<file path="config.mk">
export PLATFORM = sky130hd
export DESIGN_NAME = unix_seconds_to_calendar_date
export DESIGN_NICKNAME = d
export VERILOG_FILES = /design/src/hw/rtl/usc_pkg.sv /design/src/hw/rtl/usc_split.sv /design/src/hw/rtl/usc_date.sv /design/src/hw/rtl/unix_seconds_to_calendar_date.sv
export SDC_FILE = /design/constraint.sdc
export NUM_CORES = 2
export LEC_CHECK = 0
export ABC_AREA = 1
export CORE_MARGIN = 4
export CORE_UTILIZATION = 40
export DETAILED_ROUTE_END_ITERATION = 12
export DONT_BUFFER_PORTS = 1
export PLACE_DENSITY = 0.61
export SLEW_MARGIN = 20
export SYNTH_ARGS = -nofsm -noshare
export SYNTH_HDL_FRONTEND = slang
export SYNTH_HIERARCHICAL = 1
export SYNTH_SLANG_ARGS = --single-unit
</file>
<file path="constraint.sdc">
create_clock -name clk -period 6.18 [get_ports clk]
set_clock_uncertainty 0.05 [all_clocks]
set_input_delay 0.618 -clock clk [delete_from_list [all_inputs] [get_ports clk]]
set_output_delay 0.618 -clock clk [all_outputs]
set_load 0.01 [all_outputs]
</file>
<file path="src/hw/rtl/usc_pkg.sv">
// Shared types, constants and lookup functions for the seconds-to-date converter.
package usc_pkg;

  // Reciprocal for (secs >> 4) / 225, which is secs / 3600; exact for 28-bit inputs
  localparam logic [28:0] RECIP_HOUR   = 29'd305419897;
  localparam int          HOUR_SHIFT   = 36;
  // Reciprocal for rem / 60 with rem < 3600
  localparam logic [12:0] RECIP_MIN    = 13'd4370;
  localparam int          MIN_SHIFT    = 18;
  // Reciprocal for (lh >> 3) / 3, which is lh / 24
  localparam logic [18:0] RECIP_DAY    = 19'd349526;
  localparam int          DAY_SHIFT    = 20;
  // Reciprocal for x / 1461 with x < 2^18
  localparam logic [19:0] RECIP_4Y     = 20'd734937;
  localparam int          Y4_SHIFT     = 30;
  // Reciprocal for x / 153 with x < 2^11
  localparam logic [12:0] RECIP_5MON   = 13'd6854;
  localparam int          MON_SHIFT    = 20;

  localparam logic [21:0] DAYS_TO_JDN  = 22'd2472632;
  localparam logic [10:0] DAYS_PER_4Y  = 11'd1461;
  localparam logic [11:0] SECS_PER_HR  = 12'd3600;
  localparam logic [11:0] SIXTY        = 12'd60;
  localparam logic [4:0]  HRS_PER_DAY  = 5'd24;

  // Thresholds on 4a+3 where the century count steps past 67 and 68
  localparam logic [23:0] CYCLE_68     = 24'd9934596;
  localparam logic [23:0] CYCLE_69     = 24'd10080693;

  // Century selector: century count minus 67
  typedef enum logic [1:0] {
    CYC_67 = 2'd0,
    CYC_68 = 2'd1,
    CYC_69 = 2'd2
  } cyc_sel_t;

  // Time-of-day fields carried alongside the date stages
  typedef struct packed {
    logic [5:0] sec;
    logic [5:0] min;
    logic [4:0] hour;
  } tod_t;

  // Beat handed from the time split to the date stages
  typedef struct packed {
    logic        valid;
    tod_t        tod;
    logic [15:0] days;
  } day_beat_t;

  // (146097 * b) / 4 for the supported century counts
  function automatic logic [21:0] cycle_base(input cyc_sel_t sel);
    logic [21:0] base;
    unique case (sel)
      CYC_67:  base = 22'd2447124;
      CYC_68:  base = 22'd2483649;
      CYC_69:  base = 22'd2520173;
      default: base = 22'd2447124;
    endcase
    return base;
  endfunction

  // (153 * m + 2) / 5: day offset of the start of each March-based month
  function automatic logic [8:0] month_base(input logic [3:0] m);
    logic [8:0] base;
    unique case (m)
      4'd0:    base = 9'd0;
      4'd1:    base = 9'd31;
      4'd2:    base = 9'd61;
      4'd3:    base = 9'd92;
      4'd4:    base = 9'd122;
      4'd5:    base = 9'd153;
      4'd6:    base = 9'd184;
      4'd7:    base = 9'd214;
      4'd8:    base = 9'd245;
      4'd9:    base = 9'd275;
      4'd10:   base = 9'd306;
      4'd11:   base = 9'd337;
      4'd12:   base = 9'd367;
      4'd13:   base = 9'd398;
      4'd14:   base = 9'd428;
      default: base = 9'd459;
    endcase
    return base;
  endfunction

endpackage

</file>
<file path="src/hw/rtl/usc_split.sv">
// Four-stage split of epoch seconds into second, minute, local hour and day count.
module usc_split
  import usc_pkg::*;
(
  input  logic             clk,
  input  logic             rst,
  input  logic             in_valid,
  input  logic [31:0]      secs,
  input  logic signed [4:0] zone_offset,
  output day_beat_t        beat
);

  // Stage valid bits
  logic [3:0] vld;

  // Stage 1: product for the hour quotient
  logic [56:0] s1_prod;
  logic [11:0] s1_lo;

  // Stage 2: remainder within the hour, clamped local hour count
  logic [20:0] s2_hrs;
  logic [11:0] s2_hx;
  logic [22:0] s2_sum;
  logic [11:0] s2_rem;
  logic [20:0] s2_lh;

  // Stage 3: minute and day quotients
  logic [29:0] s3_minp;
  logic [37:0] s3_dayp;
  logic [11:0] s3_rem;
  logic [5:0]  s3_min;
  logic [15:0] s3_days;
  logic [4:0]  s3_lh5;

  // Stage 4: remainders
  logic [11:0] s4_m60;
  logic [4:0]  s4_d24;
  tod_t        s4_tod;
  logic [15:0] s4_days;

  always_ff @(posedge clk) begin
    if (rst) begin
      vld <= '0;
    end else begin
      vld <= {vld[2:0], in_valid};
    end
  end

  // Stage 1
  always_ff @(posedge clk) begin
    s1_prod <= 57'(secs[31:4]) * 57'(RECIP_HOUR);
    s1_lo   <= secs[11:0];
  end

  // Stage 2: apply zone offset, clamp below the epoch
  always_comb begin
    s2_hrs = s1_prod[HOUR_SHIFT +: 21];
    s2_hx  = 12'(s2_hrs) * SECS_PER_HR;
    s2_sum = $signed({2'b00, s2_hrs}) + 23'(zone_offset);
  end

  always_ff @(posedge clk) begin
    s2_rem <= s1_lo - s2_hx;
    s2_lh  <= s2_sum[22] ? '0 : s2_sum[20:0];
  end

  // Stage 3
  always_comb begin
    s3_minp = 30'(s2_rem) * 30'(RECIP_MIN);
    s3_dayp = 38'(s2_lh[20:3]) * 38'(RECIP_DAY);
  end

  always_ff @(posedge clk) begin
    s3_rem  <= s2_rem;
    s3_min  <= s3_minp[MIN_SHIFT +: 6];
    s3_days <= s3_dayp[DAY_SHIFT +: 16];
    s3_lh5  <= s2_lh[4:0];
  end

  // Stage 4
  always_comb begin
    s4_m60 = 12'(s3_min) * SIXTY;
    s4_d24 = s3_days[4:0] * HRS_PER_DAY;
  end

  always_ff @(posedge clk) begin
    s4_tod.sec  <= s3_rem[5:0] - s4_m60[5:0];
    s4_tod.min  <= s3_min;
    s4_tod.hour <= s3_lh5 - s4_d24;
    s4_days     <= s3_days;
  end

  assign beat.valid = vld[3];
  assign beat.tod   = s4_tod;
  assign beat.days  = s4_days;

endmodule

</file>
<file path="src/hw/rtl/usc_date.sv">
// Five-stage day-number to Gregorian date conversion.
module usc_date
  import usc_pkg::*;
(
  input  logic       clk,
  input  logic       rst,
  input  day_beat_t  beat,
  output logic       out_valid,
  output tod_t       out_tod,
  output logic [4:0] out_mday,
  output logic [3:0] out_mon,
  output logic [7:0] out_year
);

  logic [4:0] vld;

  // Stage 5: century count by threshold, day within the century
  logic [21:0] s5_a;
  logic [23:0] s5_v;
  cyc_sel_t    s5_sel;
  logic [21:0] s5_cw;
  tod_t        r5_tod;
  cyc_sel_t    r5_sel;
  logic [15:0] r5_c;

  // Stage 6: year within the century
  logic [37:0] s6_p;
  tod_t        r6_tod;
  cyc_sel_t    r6_sel;
  logic [15:0] r6_c;
  logic [6:0]  r6_d;

  // Stage 7: day within the March-based year
  logic [17:0] s7_q;
  logic [15:0] s7_e;
  tod_t        r7_tod;
  cyc_sel_t    r7_sel;
  logic [6:0]  r7_d;
  logic [8:0]  r7_e;

  // Stage 8: March-based month
  logic [10:0] s8_x;
  logic [23:0] s8_p;
  tod_t        r8_tod;
  cyc_sel_t    r8_sel;
  logic [6:0]  r8_d;
  logic [8:0]  r8_e;
  logic [3:0]  r8_m;

  // Stage 9: final fields
  logic       s9_wrap;
  logic [8:0] s9_mday;
  logic [7:0] s9_cent;

  always_ff @(posedge clk) begin
    if (rst) begin
      vld <= '0;
    end else begin
      vld <= {vld[3:0], beat.valid};
    end
  end

  // Stage 5
  always_comb begin
    s5_a = 22'(beat.days) + DAYS_TO_JDN;
    s5_v = {s5_a, 2'b11};
    priority if (s5_v >= CYCLE_69) begin
      s5_sel = CYC_69;
    end else if (s5_v >= CYCLE_68) begin
      s5_sel = CYC_68;
    end else begin
      s5_sel = CYC_67;
    end
    s5_cw = s5_a - cycle_base(s5_sel);
  end

  always_ff @(posedge clk) begin
    r5_tod <= beat.tod;
    r5_sel <= s5_sel;
    r5_c   <= s5_cw[15:0];
  end

  // Stage 6
  assign s6_p = 38'({r5_c, 2'b11}) * 38'(RECIP_4Y);

  always_ff @(posedge clk) begin
    r6_tod <= r5_tod;
    r6_sel <= r5_sel;
    r6_c   <= r5_c;
    r6_d   <= s6_p[Y4_SHIFT +: 7];
  end

  // Stage 7
  always_comb begin
    s7_q = 18'(r6_d) * 18'(DAYS_PER_4Y);
    s7_e = r6_c - 16'(s7_q[17:2]);
  end

  always_ff @(posedge clk) begin
    r7_tod <= r6_tod;
    r7_sel <= r6_sel;
    r7_d   <= r6_d;
    r7_e   <= s7_e[8:0];
  end

  // Stage 8
  always_comb begin
    s8_x = 11'(r7_e) * 11'd5 + 11'd2;
    s8_p = 24'(s8_x) * 24'(RECIP_5MON);
  end

  always_ff @(posedge clk) begin
    r8_tod <= r7_tod;
    r8_sel <= r7_sel;
    r8_d   <= r7_d;
    r8_e   <= r7_e;
    r8_m   <= s8_p[MON_SHIFT +: 4];
  end

  // Stage 9: Jan and Feb wrap into the next year
  always_comb begin
    s9_wrap = (r8_m >= 4'd10);
    s9_mday = r8_e - month_base(r8_m) + 9'd1;
    s9_cent = 8'(r8_sel) * 8'd100;
  end

  always_ff @(posedge clk) begin
    out_tod  <= r8_tod;
    out_mday <= s9_mday[4:0];
    out_mon  <= s9_wrap ? (r8_m - 4'd10) : (r8_m + 4'd2);
    out_year <= s9_cent + 8'(r8_d) + 8'(s9_wrap);
  end

  assign out_valid = vld[4];

endmodule

</file>
<file path="src/hw/rtl/unix_seconds_to_calendar_date.sv">
// Top level: Unix seconds to local calendar date, nine-stage pipeline.
// Throughput: one item per cycle; busy is always low, the pipeline never holds.
// Results cannot be stalled by the receiver; one done beat per accepted start.
// Reset (rst, synchronous) clears all valid bits and sets the zone offset to 0.
module unix_seconds_to_calendar_date
  import usc_pkg::*;
(
  input  logic        clk,
  input  logic        rst,
  input  logic        start,
  output logic        busy,
  input  logic [31:0] epoch_seconds,
  input  logic        cfg_write,
  input  logic [4:0]  cfg_data,
  output logic        done,
  output logic [5:0]  second_of_minute,
  output logic [5:0]  minute_of_hour,
  output logic [4:0]  hour_of_day,
  output logic [4:0]  day_of_month,
  output logic [3:0]  month_index,
  output logic [7:0]  years_since_1900
);

  logic signed [4:0] zone_offset_hours;
  day_beat_t         day_beat;
  tod_t              tod;

  // Zone offset register
  always_ff @(posedge clk) begin
    if (rst) begin
      zone_offset_hours <= '0;
    end else if (cfg_write) begin
      zone_offset_hours <= $signed(cfg_data);
    end
  end

  assign busy = 1'b0;

  usc_split u_split (
    .clk         (clk),
    .rst         (rst),
    .in_valid    (start && !busy),
    .secs        (epoch_seconds),
    .zone_offset (zone_offset_hours),
    .beat        (day_beat)
  );

  usc_date u_date (
    .clk       (clk),
    .rst       (rst),
    .beat      (day_beat),
    .out_valid (done),
    .out_tod   (tod),
    .out_mday  (day_of_month),
    .out_mon   (month_index),
    .out_year  (years_since_1900)
  );

  assign second_of_minute = tod.sec;
  assign minute_of_hour   = tod.min;
  assign hour_of_day      = tod.hour;

endmodule

</file>
==> metrics.yaml <==
die:
  die_h_um: 331.3
  rows: 118
  initial_utilization_pct: 40.33
  ios: 77
  fp.coreArea_um2: 103600
  die_area_um2: 109700
  fp.dieW_um: 331.3
logic_synthesis:
  synth-seq-cells: 325
  synth_nets: 6246
  ys_warn_count: 6
  postSynthCellCount: 4797
  synth_common_cells: "inv_1 (1,286), ha_1 (860), nand2_1 (664), fa_1 (548), dfxtp_1 (325)"
  post-synth-top-count-cell: "inv_1"
  synth_top_cells_by_area: "fa_1 (26%), ha_1 (26%), dfxtp_1 (16%)"
  async_flop_share_pct: 0
  yosys.area.top_type: "fa_1"
  syn-cell-area_um2: 41800
  synth_edf_count: 0
  ys.flop_type: "dfxtp_1"
  synth_top_area_share_pct: 26.25
  synth_cell_types: 56
  yosysSeqAreaShare_pct: 15.57
  avgSynthCellArea_um2: 8.714
clock_network:
  clock-sinks: 325
  numCtsBuffers: 36
  clockBufferDepth: 3
  path_clk_slew_ns: 0.07
  htree_levels: 2
  clockRootBuffer: "clkbuf_16"
  clock_latency_ns: 0.56
  cts_tree: "built"
setup_path:
  critPathTopFamily: "adder cells"
  critPathSlowestCell: "fa_1"
  crit_fanout: 3
  critical_path_class: "reg2reg"
  crit_required_ns: 6.57
  regToRegStartpoint: "u_date/r7_e[1]$_DFF_P_"
  cp.arrival_ns: 6.30
  start_kind: "flop"
  crit_top_cell: "nand2_1"
  crit_buf_inv: 7
  worst_path_largest_cell_delay_ns: 0.55
  crit_start: "u_date/r7_e[1]$_DFF_P_"
  crit_path_end_kind: "flop"
global_route:
  overflow: 0
  grt_pass1_wl_mm: 163.2
  grt_pass1_vias: 31900
  grt_max_degree: 22
  antenna_found_initial: 6
  grt_usage_pct: 18.27
cells_and_area:
  synthToLayoutAreaGrowth_pct: 9.106
  drive_gt1_share_pct: 5.096
  finalNetCount: 6346
detailed_routing:
  via_count: 29960
  firstDrtPassIters: 6
  wl_per_cell_um: 15.75
  drc: 0
  viasPerCell: 4.751
  antenna_left: 0
  routed_wirelength_mm: 99.35
  dr.first_iter.drc_count: 1256
job:
  max_cap_violations: 0
status:
  status: "completed"
timing:
  drv_slew: 0
  slew-limit-headroom_pct: 35.15
  max_slew.worst_pin.slew_ns: 0.9714
  period_minus_slack_ns: 5.911
  setup_viol: 0
  clock.fmax_ghz: 0.1692
  hold_viol_final: 0
  fin_ws_ns: 0.2690
  setup-tns-final_ns: 0
  post-route-period-util_pct: 95.65
min_path:
  min_from: "epoch_seconds[3]"
  hold_class: "in2reg"
place:
  hpwl_mm: 87.63
  gp_congestion: 0.9389
  io_buffers: 0
  place_ws_ns: -0.08597
==> sequential cells by signal, summed over array words and instances (netlist names), 17 cells and up, named ones only <==
register and count:
u_date/r8_tod 17, u_split/s2_lh 21, u_date/r5_tod 17, u_date/r6_tod 17, u_date/out_tod 17, u_split/beat 17, u_split/s1_prod 21, u_date/r7_tod 17
==> placed cells by master, fill, tap and decap left out, types with 37 or more instances in the layout <==
cell	Yosys	final
nand2_1	664	655
fa_1	548	546
clkbuf_16	0	37
ha_1	860	837
xor2_1	73	72
o21ai_0	111	106
inv_1	1286	1277
nand4_1	37	37
dfxtp_1	325	323
buf_4	2	58
nor2_1	258	255
nand3_1	132	131
xnor2_1	53	52
a21oi_1	211	203
==> metrics by stage <==
stage	hold WS [ns]	std cells	utilization, %	area, µm²
after floorplan	0.2596	4797	-	41840
after global placement	0.2605	6227	42.38	43930
after detailed placement	0.2621	6227	42.38	43930
after CTS	0.004976	6303	43.73	45320
after global routing	0.008512	6305	44.00	45600
final	0.04541	6307	44.00	45610
==> what timing repair did <==
| item | CTS | global route |
|---|---|---|
| resized for setup | 12 | 54 |
| endpoints found under the setup margin | 4 | 5 |
| setup buffers | 0 | 2 |
| hold buffers | 10 | 0 |
| hold endpoints to repair | 10 | 0 |
| pin swaps | 9 | 34 |
==> worst reg2reg max path: cells and delay by family, from the launching register on <==
family / cells / cell delay, ns
fa+ha+maj: 9 / 3.01
simple gates: 14 / 1.06
compound gates: 7 / 0.78
buf+inv: 7 / 0.36
flops: 1 / 0.33
xor+xnor: 1 / 0.19
==> logic make-up (layout without fill, tap and decap cells) <==
family          Yosys count  after routing  share of synthesized area, %
fa+ha+maj              1408           1408                         51.99
xor+xnor                128            128                         2.745
compound gates          429            429                         5.753
flops                   325            325                         15.57
buf+inv                1304           1432                         11.81
simple gates           1202           1202                         12.13
other cells               1              3                      0.008971
==> path summary, 6_finish.rpt <==
check	slack [ns]	cells after the start	end
max	0.27	38	flop
min	0.05	0	u_split/s1_lo[3]$_DFF_P_
max reg2reg	0.27	38	flop
min reg2reg	0.27	0	u_split/s4_days[10]$_DFF_P_
==> routing by layer <==
metal / track usage [%] / part of all wire (%)
met5: 0 / 0
met4: 4.991 / 2.9
met3: 1.874 / 3.6
met2: 33.39 / 50
met1: 22.89 / 44
==> area by class of cell <==
| type | count | area (µm²) |
|---|---|---|
| fillers | 10290 | 58040 |
| multi-input cells | 3168 | 30730 |
| flip-flops and latches | 325 | 6509 |
| inverters | 1298 | 4875 |
| well taps | 1380 | 1727 |
| clock buffers | 46 | 1010 |
| repair buffers | 68 | 535.5 |
| clock inverters | 20 | 212.7 |
| diodes | 2 | 5.005 |
Power is not shown: default switching activity piles up to over one toggle a cycle in this logic, so the estimate is an artifact.
